`src/hw/rtl/kr_pkg.sv`:
```
package kr_pkg;

	// table geometry
	localparam int CAPACITY = 10;
	localparam int PAIRS = 3;
	localparam int IW = (CAPACITY > 1) ? $clog2(CAPACITY) : 1;
	localparam int CW = $clog2(CAPACITY + 1);
	localparam int RW = 64;

	// command codes
	localparam logic [2:0] CMD_ADD    = 3'd0;
	localparam logic [2:0] CMD_READ   = 3'd1;
	localparam logic [2:0] CMD_DELETE = 3'd2;
	localparam logic [2:0] CMD_EXISTS = 3'd3;
	localparam logic [2:0] CMD_LIST   = 3'd4;

	typedef logic [7:0] byte_t;

	// one command request as taken from the ports
	typedef struct packed {
		logic [2:0]  cmd;
		byte_t       key;
		byte_t       year;
		byte_t [2:0] subj;
		byte_t [2:0] grade;
	} req_t;

	// insert-order memory access
	typedef struct packed {
		logic          we;
		logic [IW-1:0] waddr;
		logic [IW-1:0] wdata;
		logic [IW-1:0] raddr;
	} order_req_t;

	// record memory access
	typedef struct packed {
		logic          we;
		logic [IW-1:0] waddr;
		logic [RW-1:0] wdata;
		logic [IW-1:0] raddr;
	} store_req_t;

	// one result from the sequencer
	typedef struct packed {
		logic          valid;
		logic          ok;
		logic          last;
		logic [RW-1:0] rec;
		byte_t         lkey;
		logic [CW-1:0] used;
	} res_t;

	// pack a request into the stored record word
	function automatic logic [RW-1:0] pack_rec(req_t r);
		logic [RW-1:0] rec;
		rec = '0;
		rec[7:0] = r.key;
		rec[15:8] = r.year;
		for (int p = 0; p < 3; p++) begin
			if (p < PAIRS) begin
				rec[16 + 16*p +: 8] = r.subj[p];
				rec[24 + 16*p +: 8] = r.grade[p];
			end
		end
		return rec;
	endfunction

endpackage

```
`src/hw/rtl/keyed_record_table.sv`:
```
// Keyed record table: add, read, delete, exists and list over up to CAPACITY records.
// Add, unknown commands and commands on an empty table answer in the next cycle,
// busy stays low. Read/exists/delete scan the insert order newest first;
// delete then compacts the order memory, one entry a cycle; list emits one key a cycle.
// The scan rate is set by the chained insert-order and record memory reads.
// Reset empties the table at once; results come as one-cycle done strobes, never stalled.
module keyed_record_table
	import kr_pkg::*;
(
	input  logic          clk,
	input  logic          arst_n,
	input  logic          start,
	output logic          busy,
	input  logic [2:0]    cmd,
	input  logic [7:0]    key,
	input  logic [7:0]    year_in,
	input  logic [7:0]    subject_a_in,
	input  logic [7:0]    subject_b_in,
	input  logic [7:0]    subject_c_in,
	input  logic [7:0]    grade_a_in,
	input  logic [7:0]    grade_b_in,
	input  logic [7:0]    grade_c_in,
	output logic          done,
	output logic          ok,
	output logic [7:0]    year_out,
	output logic [7:0]    subject_a_out,
	output logic [7:0]    subject_b_out,
	output logic [7:0]    subject_c_out,
	output logic [7:0]    grade_a_out,
	output logic [7:0]    grade_b_out,
	output logic [7:0]    grade_c_out,
	output logic [7:0]    listed_key,
	output logic [CW-1:0] used_count,
	output logic          table_full,
	output logic          last
);

	req_t          req;
	order_req_t    order_req;
	store_req_t    store_req;
	logic [IW-1:0] order_rdata;
	logic [RW-1:0] store_rdata;
	res_t          res;

	logic          done_q;
	logic          ok_q;
	logic          last_q;
	logic [RW-1:0] rec_q;
	byte_t         lkey_q;
	logic [CW-1:0] count_out_q;
	logic          full_q;

	// request from the ports
	always_comb begin
		req.cmd = cmd;
		req.key = key;
		req.year = year_in;
		req.subj[0] = subject_a_in;
		req.subj[1] = subject_b_in;
		req.subj[2] = subject_c_in;
		req.grade[0] = grade_a_in;
		req.grade[1] = grade_b_in;
		req.grade[2] = grade_c_in;
	end

	kr_ctrl u_ctrl (
		.clk         (clk),
		.arst_n      (arst_n),
		.start       (start),
		.req         (req),
		.busy        (busy),
		.order_req   (order_req),
		.order_rdata (order_rdata),
		.store_req   (store_req),
		.store_rdata (store_rdata),
		.res         (res)
	);

	kr_ram #(
		.WIDTH (IW),
		.DEPTH (CAPACITY)
	) u_order_ram (
		.clk   (clk),
		.we    (order_req.we),
		.waddr (order_req.waddr),
		.wdata (order_req.wdata),
		.raddr (order_req.raddr),
		.rdata (order_rdata)
	);

	kr_ram #(
		.WIDTH (RW),
		.DEPTH (CAPACITY)
	) u_store_ram (
		.clk   (clk),
		.we    (store_req.we),
		.waddr (store_req.waddr),
		.wdata (store_req.wdata),
		.raddr (store_req.raddr),
		.rdata (store_rdata)
	);

	// result strobe
	always_ff @(posedge clk or negedge arst_n) begin
		if (!arst_n) begin
			done_q <= 1'b0;
		end else begin
			done_q <= res.valid;
		end
	end

	// result payload register
	always_ff @(posedge clk) begin
		if (res.valid) begin
			ok_q <= res.ok;
			last_q <= res.last;
			rec_q <= res.rec;
			lkey_q <= res.lkey;
			count_out_q <= res.used;
			full_q <= (res.used == CW'(CAPACITY));
		end
	end

	assign done = done_q;
	assign ok = ok_q;
	assign last = last_q;
	assign listed_key = lkey_q;
	assign used_count = count_out_q;
	assign table_full = full_q;
	assign year_out = rec_q[15:8];
	assign subject_a_out = rec_q[23:16];
	assign grade_a_out = rec_q[31:24];
	assign subject_b_out = rec_q[39:32];
	assign grade_b_out = rec_q[47:40];
	assign subject_c_out = rec_q[55:48];
	assign grade_c_out = rec_q[63:56];

endmodule

```
`src/hw/rtl/kr_ram.sv`:
```
module kr_ram #(
	parameter int WIDTH = 8,
	parameter int DEPTH = 16
) (
	input  logic                                 clk,
	input  logic                                 we,
	input  logic [((DEPTH > 1) ? $clog2(DEPTH) : 1)-1:0] waddr,
	input  logic [WIDTH-1:0]                     wdata,
	input  logic [((DEPTH > 1) ? $clog2(DEPTH) : 1)-1:0] raddr,
	output logic [WIDTH-1:0]                     rdata
);

	logic [WIDTH-1:0] mem [DEPTH];

	// write port
	always_ff @(posedge clk) begin
		if (we) begin
			mem[waddr] <= wdata;
		end
	end

	// registered read port
	always_ff @(posedge clk) begin
		rdata <= mem[raddr];
	end

endmodule

```
`src/hw/rtl/kr_ctrl.sv`:
```
module kr_ctrl
	import kr_pkg::*;
(
	input  logic          clk,
	input  logic          arst_n,
	input  logic          start,
	input  req_t          req,
	output logic          busy,
	output order_req_t    order_req,
	input  logic [IW-1:0] order_rdata,
	output store_req_t    store_req,
	input  logic [RW-1:0] store_rdata,
	output res_t          res
);

	localparam logic [1:0] ST_IDLE   = 2'd0;
	localparam logic [1:0] ST_SEARCH = 2'd1;
	localparam logic [1:0] ST_SHIFT  = 2'd2;

	logic [1:0]          state_q;
	logic [CW-1:0]       count_q;
	logic [CAPACITY-1:0] used_q;
	logic                issuing_q;
	logic                v_s1;
	logic                v_s2;
	logic                rdv_q;

	logic [2:0]    cmd_q;
	byte_t         key_q;
	logic [IW-1:0] issue_q;
	logic [IW-1:0] pos_s1;
	logic [IW-1:0] pos_s2;
	logic [IW-1:0] slot_s2;
	logic [CW-1:0] rd_q;
	logic [IW-1:0] wa_q;

	logic          accept;
	logic          is_full;
	logic [IW-1:0] free_idx;
	logic          key_hit;
	logic          s2_last;
	logic          shift_needed;

	// lowest slot not held by a live record
	function automatic logic [IW-1:0] lowest_free(logic [CAPACITY-1:0] used);
		logic [IW-1:0] idx;
		idx = '0;
		for (int s = CAPACITY - 1; s >= 0; s--) begin
			if (!used[s]) begin
				idx = IW'(s);
			end
		end
		return idx;
	endfunction

	assign busy = (state_q != ST_IDLE);
	assign accept = start && (state_q == ST_IDLE);
	assign is_full = (count_q == CW'(CAPACITY));
	assign free_idx = lowest_free(used_q);
	assign key_hit = v_s2 && (store_rdata[7:0] == key_q);
	assign s2_last = (pos_s2 == '0);
	assign shift_needed = ((CW'(pos_s2) + CW'(1)) < count_q);

	// memory requests and result per state
	always_comb begin
		order_req = '0;
		store_req = '0;
		res = '0;
		res.used = count_q;
		res.last = 1'b1;
		case (state_q)
			ST_IDLE: begin
				if (accept) begin
					case (req.cmd)
						CMD_ADD: begin
							res.valid = 1'b1;
							if (!is_full) begin
								res.ok = 1'b1;
								res.used = count_q + CW'(1);
								store_req.we = 1'b1;
								store_req.waddr = free_idx;
								store_req.wdata = pack_rec(req);
								order_req.we = 1'b1;
								order_req.waddr = count_q[IW-1:0];
								order_req.wdata = free_idx;
							end
						end
						CMD_READ, CMD_DELETE, CMD_EXISTS, CMD_LIST: begin
							if (count_q == '0) begin
								res.valid = 1'b1;
							end
						end
						default: begin
							res.valid = 1'b1;
						end
					endcase
				end
			end
			ST_SEARCH: begin
				order_req.raddr = issue_q;
				store_req.raddr = order_rdata;
				if (v_s2) begin
					if (cmd_q == CMD_LIST) begin
						res.valid = 1'b1;
						res.ok = 1'b1;
						res.lkey = store_rdata[7:0];
						res.last = s2_last;
					end else if (key_hit) begin
						if (cmd_q != CMD_DELETE) begin
							res.valid = 1'b1;
							res.ok = 1'b1;
							if (cmd_q == CMD_READ) begin
								res.rec = store_rdata;
							end
						end else if (!shift_needed) begin
							res.valid = 1'b1;
							res.ok = 1'b1;
							res.used = count_q - CW'(1);
						end
					end else if (s2_last) begin
						res.valid = 1'b1;
					end
				end
			end
			ST_SHIFT: begin
				order_req.raddr = rd_q[IW-1:0];
				if (rdv_q) begin
					order_req.we = 1'b1;
					order_req.waddr = wa_q;
					order_req.wdata = order_rdata;
				end
				if (rdv_q && (rd_q == count_q)) begin
					res.valid = 1'b1;
					res.ok = 1'b1;
					res.used = count_q - CW'(1);
				end
			end
			default: begin
			end
		endcase
	end

	// control state
	always_ff @(posedge clk or negedge arst_n) begin
		if (!arst_n) begin
			state_q <= ST_IDLE;
			count_q <= '0;
			used_q <= '0;
			issuing_q <= 1'b0;
			v_s1 <= 1'b0;
			v_s2 <= 1'b0;
			rdv_q <= 1'b0;
		end else begin
			case (state_q)
				ST_IDLE: begin
					if (accept) begin
						case (req.cmd)
							CMD_ADD: begin
								if (!is_full) begin
									count_q <= count_q + CW'(1);
									used_q[free_idx] <= 1'b1;
								end
							end
							CMD_READ, CMD_DELETE, CMD_EXISTS, CMD_LIST: begin
								if (count_q != '0) begin
									state_q <= ST_SEARCH;
									issuing_q <= 1'b1;
									v_s1 <= 1'b0;
									v_s2 <= 1'b0;
								end
							end
							default: begin
							end
						endcase
					end
				end
				ST_SEARCH: begin
					if ((cmd_q != CMD_LIST) && key_hit) begin
						// newest match found: flush the scan
						issuing_q <= 1'b0;
						v_s1 <= 1'b0;
						v_s2 <= 1'b0;
						if (cmd_q == CMD_DELETE) begin
							used_q[slot_s2] <= 1'b0;
							if (shift_needed) begin
								state_q <= ST_SHIFT;
								rdv_q <= 1'b0;
							end else begin
								count_q <= count_q - CW'(1);
								state_q <= ST_IDLE;
							end
						end else begin
							state_q <= ST_IDLE;
						end
					end else begin
						v_s1 <= issuing_q;
						issuing_q <= issuing_q && (issue_q != '0);
						v_s2 <= v_s1;
						if (v_s2 && s2_last) begin
							state_q <= ST_IDLE;
						end
					end
				end
				ST_SHIFT: begin
					if (rdv_q && (rd_q == count_q)) begin
						count_q <= count_q - CW'(1);
						rdv_q <= 1'b0;
						state_q <= ST_IDLE;
					end else begin
						rdv_q <= (rd_q != count_q);
					end
				end
				default: begin
					state_q <= ST_IDLE;
				end
			endcase
		end
	end

	// scan and shift pointers
	always_ff @(posedge clk) begin
		case (state_q)
			ST_IDLE: begin
				if (accept) begin
					cmd_q <= req.cmd;
					key_q <= req.key;
					issue_q <= IW'(count_q - CW'(1));
				end
			end
			ST_SEARCH: begin
				if (issuing_q) begin
					pos_s1 <= issue_q;
					issue_q <= issue_q - IW'(1);
				end
				pos_s2 <= pos_s1;
				slot_s2 <= order_rdata;
				rd_q <= CW'(pos_s2) + CW'(1);
			end
			ST_SHIFT: begin
				// move each later entry down one place
				if (rd_q != count_q) begin
					wa_q <= IW'(rd_q - CW'(1));
					rd_q <= rd_q + CW'(1);
				end
			end
			default: begin
			end
		endcase
	end

endmodule

```
`config.mk`:
```
export PLATFORM = sky130hd
export DESIGN_NAME = keyed_record_table
export DESIGN_NICKNAME = d
export VERILOG_FILES = /design/src/hw/rtl/kr_pkg.sv /design/src/hw/rtl/keyed_record_table.sv /design/src/hw/rtl/kr_ram.sv /design/src/hw/rtl/kr_ctrl.sv
export SDC_FILE = /design/constraint.sdc
export NUM_CORES = 1
export LEC_CHECK = 0
export BUFFER_PORTS_ARGS = -buffer_cell sky130_fd_sc_hd__buf_2
export CORE_UTILIZATION = 40
export CTS_BUF_LIST = sky130_fd_sc_hd__clkbuf_4 sky130_fd_sc_hd__clkbuf_8
export CTS_CLUSTER_SIZE = 12
export DETAILED_ROUTE_END_ITERATION = 10
export PLACE_DENSITY = 0.58
export SLEW_MARGIN = 20
export SYNTH_ARGS = -nofsm -noshare
export SYNTH_HDL_FRONTEND = slang
export SYNTH_SLANG_ARGS = --single-unit
```
`constraint.sdc`:
```
create_clock -name clk -period 8.35 [get_ports clk]
set_clock_uncertainty 0.2 [all_clocks]
set_input_delay 0.835 -clock clk [delete_from_list [all_inputs] [get_ports clk]]
set_output_delay 0.835 -clock clk [all_outputs]
set_load 0.05 [all_outputs]
```
# Yosys cells after proc, flatten, opt, wreduce, memory -nomap -nowiden
# Memory sizes are Yosys's and may differ from the RTL's. A register that Yosys moved wholly into a read port is not among the register bits.
# Index checks and enable logic that the tools add are counted.
word_totals:
  regBits: 135
  latchBits: 0
  ramBits: 680
  rom_bits: 0
  in_bits: 70
  output_inout_bits: 73
  word_cells: 200
  memories: 2
op_classes:
  add_sub_neg: 6
  mul: 0
  div: 0
  n_lt_le_gt_ge: 5
  n_eq_ne: 28
  shift: 0
  mux: 98
  bitwise_logic: 8
  reduce_logical: 31
mem_list:
  columns: ["name", "depth", "width", "rd", "rd_clocked_by_memory_dff", "wr", "line", "rtl"]
  rows:
  - ["u_store_ram.mem", 10, 64, 1, 1, 1, "kr_ram.sv:13", "logic [WIDTH-1:0] mem [DEPTH];"]
  - ["u_order_ram.mem", 10, 4, 1, 1, 1, "kr_ram.sv:13", null]
op_table:
  columns: ["operator", "n"]
  rows:
  - ["$mux W69", 4]
  - ["$mux W64", 4]
  - ["$mux W4", 24]
  - ["$mux W79", 1]
  - ["$mux W10", 5]
  - ["$mux W9", 4]
  - ["$mux W1", 27]
  - ["$mux W2", 13]
  - ["$pmux W4 S2", 3]
  - ["$pmux W4 S3", 2]
  - ["$pmux W10 S2", 1]
  - ["$pmux W9 S2", 1]
  - ["$ne A2 B1 Y1 const B", 7]
  - ["$add A4 B1 Y4 const B", 3]
  - ["$pmux W2 S3", 2]
  - ["$sub A4 B1 Y4 const B", 3]
  - ["$and A10 B10 Y10", 1]
  - ["$lt A4 B5 Y1 const B", 2]
  - ["$not A10 Y10", 1]
  - ["$or A10 B10 Y10", 1]
  - ["$eq A3 B2 Y1 const B", 3]
  - ["$reduce_and A3 Y1", 3]
  - ["$demux W1 S4", 2]
  - ["$eq A4 B4 Y1 const B", 2]
  - ["other kinds (29)", 57]

# Logic depth before layout (Yosys ltp)
logic_depth:
  depth_word: 19
  mapped_depth: 11
  ltp_nobuf: 10

# Modules after synthesis
# From an unflattened synthesis, not the netlist that was laid out.
unflattened:
  hier_cells: 2102
  hier_area_um2: 35207.5
by_module_without_submodules:
  columns: ["mod", "n_inst", "cells_per_inst", "area_per_inst_um2", "seq_area_each_um2"]
  rows:
  - ["kr_ram at u_store_ram", 1, 1376, 26564.2, 20499.7]
  - ["kr_ctrl", 1, 559, 4765.8, 1551.5]
  - ["keyed_record_table", 1, 73, 2169.6, 2157.1]
  - ["kr_ram at u_order_ram", 1, 94, 1707.9, 1281.2]

# Worst setup path before layout
# OpenSTA, ideal clock, no wires.
synth_timing:
  kind: "input port to flip-flop"
  from: "input cmd[0]"
  to: "memory u_store_ram.mem[2][0] (netlist bit) (enable)"
  setup_time_ns: 0.564
  arrival_ns: 6.487
  required_time_ns: 7.586
  setup_slack_ns: 1.098
  cell_stages: 5
  n_path_buf: 1
  cell_sequence: "nor4_1 and2_1 clkbuf_1 nand3_1 nor3_1"
synth_via:
  elab_chain_len: 6
synth_lines:
  columns: ["item", "line", "rtl"]
  rows:
  - ["start, declared", "keyed_record_table.sv:14", "input logic [2:0] cmd,"]
  - ["$logic_not A3 Y1 (*)", "kr_ctrl.sv:74", "case (req.cmd)"]
  - ["$mux W69 (*)", "kr_ctrl.sv:74", null]
  - ["$mux W69 (*)", "kr_ctrl.sv:73", "if (accept) begin"]
  - ["$mux W69 (*)", "kr_ctrl.sv:71", "case (state_q)"]
  - ["$mux W1", "kr_ram.sv:17", "if (we) begin"]
  - ["$mux W1 (not written as such)", "kr_ram.sv:18", "mem[waddr] <= wdata;"]
  - ["end, declared", "kr_ram.sv:13", null]
# Every way passes the cells marked *; elsewhere a longest branch is shown, timed or not.

# Final worst setup path
layout_timing:
  from: "register u_ctrl.state_q[0]"
  to: "memory u_store_ram.mem[8][44] (netlist bit) (enable)"
layout_via:
  elab_chain_len: 6
layout_lines:
  columns: ["item", "line", "rtl"]
  rows:
  - ["start, declared", "kr_ctrl.sv:20", "logic [1:0] state_q;"]
  - ["start signal, assigned", "kr_ctrl.sv:146", "state_q <= ST_IDLE;"]
  - ["start signal, assigned", "kr_ctrl.sv:166", "state_q <= ST_SEARCH;"]
  - ["start signal, assigned", "kr_ctrl.sv:186", "state_q <= ST_SHIFT;"]
  - ["$logic_not A2 Y1 (*)", "kr_ctrl.sv:57, kr_ctrl.sv:71", null]
  - ["$logic_and A1 B1 Y1", "kr_ctrl.sv:57", "assign accept = start && (state_q == ST_IDLE);"]
  - ["$mux W69", "kr_ctrl.sv:73", null]
  - ["$mux W69 (*)", "kr_ctrl.sv:71", null]
  - ["$mux W1", "kr_ram.sv:17", null]
  - ["$mux W1 (not written as such)", "kr_ram.sv:18", null]
# Marks and branches as above.

==> metrics.csv <==
stage;metric;value;unit
finish;commonest non-fill, non-tap cell in the layout;edfxtp_1;
yosys;sequential element share of the synthesized area;0.755;
cts;Clock Sinks;875;
yosys;Async S/R FF share, synth;0.0240;
worst_setup_path;FF-to-FF setup slack;3.50;ns
global_routing;GRT Resource Usage Total;0.177;
routing;Total Wirelength;75.1;mm
finish;Area Overhead vs Synth;15.2;%
timing;Period minus WS final;4.85;ns
power;Power Dens Cells;315;mW/mm²
cts;CTS tree;built;
global_routing;number of global-route vias before repair;18883;
worst_setup_path;worst-path fanout max;77;
floorplanning;die extent in x;293;µm
cts;Clk Latency, worst-skew pair;0.80;ns
cts;postcts setup bufs;0;
timing;worst rel slew slack;0.277;
yosys;YS warnings;0;
placement;DP HPWL;42.3;mm
finish;layout cell share with drive strength beyond 1;0.263;
routing;Avg WL per Cell;22.4;µm
worst_setup_path;Crit. End Element;flop;
worst_setup_path;Setup CP Type;reg2reg;
yosys;top area cells in the synthesized netlist;edfxtp_1 70%, mux4_2 8.8%, dfxtp_1 4.0%;
floorplanning;DIE AREA;0.0856;mm²
cts;H-tree depth;4;
worst_setup_path;crit path DAT;5.04;ns
yosys;#FFs+latches synth;875;
global_routing;initial antenna violation count;4;
floorplanning;Core Area;0.0836;mm²
worst_setup_path;CP required;8.54;ns
routing;post-DR vias/cell;5.35;
cts;CTS max path bufs;3;
timing;WHS;0.0768;ns
timing;Setup TNS;0;ns
global_routing;largest net degree at the start of global routing;78;
routing;DRC Markers;0;
yosys;Synth cell types;64;
floorplanning;Die H;293;µm
global_routing;grt total ovfl;0;
timing;Slew Viols, Final;0;
routing;Vias;17934;
routing;ANT nets after route;0;
placement;Port Buffer Count;142;
yosys;post-synthesis net count;2019;
yosys;Synth Flop Type;edfxtp_1;
cts;cts hold-fix bufs;5;
floorplanning;io pins;143;
timing;pin slew with the least headroom to its limit;1.08;ns
finish;fin nets;2232;
cts;clock root buffer;clkbuf_8;
worst_setup_path;startpoint types;flop;
cts;Post-CTS Resized;0;
power;Peak supply drop;0.262;mV
finish;commonest cells after routing, fill and taps aside;786 x edfxtp_1, 176 x nand2_1, 168 x clkbuf_8;
timing;Final period util;0.581;
run_status;outcome;finished, final reports clean;
floorplanning;# rows;106;
routing;DRT iter0 DRCs;1365;
yosys;top cell type by total area after synthesis;edfxtp_1;
timing;fmax;206;MHz
power;leakage dissipation;13.9;nW
floorplanning;starting density of the core;0.404;
run;max cap viols;0;
finish;number of fill cells;7208;
placement;Routability Congestion;0.859;
yosys;synthesized area;0.0338;mm²
cts;CTS Buf Count;144;
yosys;Post-synth EDFFs;786;
routing;DR pass1 iterations;5;
yosys;Cells after Synth;1933;
timing;Final Hold Viols;0;
cts;CTS clk-pin slew, worst paths;0.05;ns
yosys;Synth top area share;0.699;
timing;RSZ-0062 raised after global routing;no;
yosys;Mean Syn Cell Area;17.5;µm²
power;overall power;12.2;mW
timing;final setup vio count;0;
min_path;Hold Crit Class;in2reg;
global_routing;first-pass GRT wire length;113;mm
## layout make-up
cell class	instances	area (µm²)	share of cell area
Inverter	25	93.8	0.00241
Multi-Input combinational cell	924	7880	0.202
Sequential cell	875	25500	0.655
Tap cell	1080	1350	0.0347
Clock buffer	219	2700	0.0693
Timing Repair Buffer	176	982	0.0253
Clock inverter	51	394	0.0101
Antenna cell	3	7.51	0.000193
## registers in the layout, indices dropped and copies added, names as in the netlist, 8 cells and up
signal / flops
u_ctrl.used_q: 10
u_store_ram.mem: 640
u_store_ram.rdata: 64
u_ctrl.key_q: 8
listed_key: 8
u_order_ram.mem: 40
rec_q: 56
## worst paths after layout
| kind | from | endpoint | cells past startpoint |
|---|---|---|---|
| max | u_ctrl.state_q[0] | u_store_ram.mem[8][44] | 9 |
| min | cmd[0] | u_ctrl.cmd_q[0] | 1 |
| max in group asynchronous | arst_n | u_ctrl.rdv_q | 2 |
| min reg2reg | u_ctrl.pos_s1[2] | u_ctrl.pos_s2[2] | 0 |
| min in group asynchronous | arst_n | u_ctrl.v_s2 | 2 |
| max reg2reg | u_ctrl.state_q[0] | u_store_ram.mem[8][44] | 9 |
## synthesized netlist by cell type, types with 13 or more instances
master / number
a21oi_1: 17
mux2i_1: 15
nor2_1: 50
and3_1: 66
edfxtp_1: 786
inv_1: 25
a211oi_1: 64
nor2b_1: 67
ha_1: 16
nand2_1: 180
xnor2_1: 18
clkbuf_1: 84
nand2b_1: 14
a31oi_1: 67
and2_1: 69
mux4_2: 132
buf_2: 13
dfxtp_1: 68
dfrtp_1: 21
o21ai_0: 34
## critical path, stage by stage (launching register included)
cell and delay (ns):
dfrtp_1 0.40, inv_1 0.11, ha_1 0.27, nand2_1 0.13
nor4_2 0.15, buf_4 0.78, and2_1 0.50, nand2b_1 0.25
nor2_4 0.88, buf_4 0.71
## metal layers
metal / up-vias / global-route usage / share of wire
li1: 8029 / - / -
met1: 9197 / 0.230 / 0.43
met2: 571 / 0.287 / 0.49
met3: 137 / 0.0440 / 0.060
met4: 0 / 0.0661 / 0.024
met5: - / 0 / 0
## power breakdown
group | leakage, nW | switching (mW) | internal [mW]
Clock | 1.62 | 1.73 | 2.18
Combinational | 3.68 | 1.82 | 1.07
Sequential | 8.64 | 0.268 | 5.17
## per-stage QoR
stage | worst slack, ns | area [µm²] | std cells | util
6_report | 3.50 | 38900 | 3353 | 0.466
5_1_grt | 3.20 | 38900 | 3351 | 0.465
4_1_cts | 3.49 | 38900 | 3350 | 0.465
3_5_place_dp | 3.35 | 35700 | 3075 | 0.428
3_3_place_gp | 3.36 | 35700 | 3075 | 0.428
2_1_floorplan | 1.10 | 33800 | 1933 | -
## kinds of logic (layout without fill, tap and decap cells)
kind of cell               count (synthesis)  after routing  synth area share
buffers and inverters                    134            471            0.0156
xor gates and xnor gates                  23             23           0.00596
other                                      0              3                 0
adders and majority gates                 16             16           0.00593
muxes                                    154            154            0.0948
DFF                                      875            875             0.755
AOI/OAI and AO/OA                        236            236            0.0481
and+or+nand+nor                          495            495            0.0748
(Power assumes the default switching activity.)
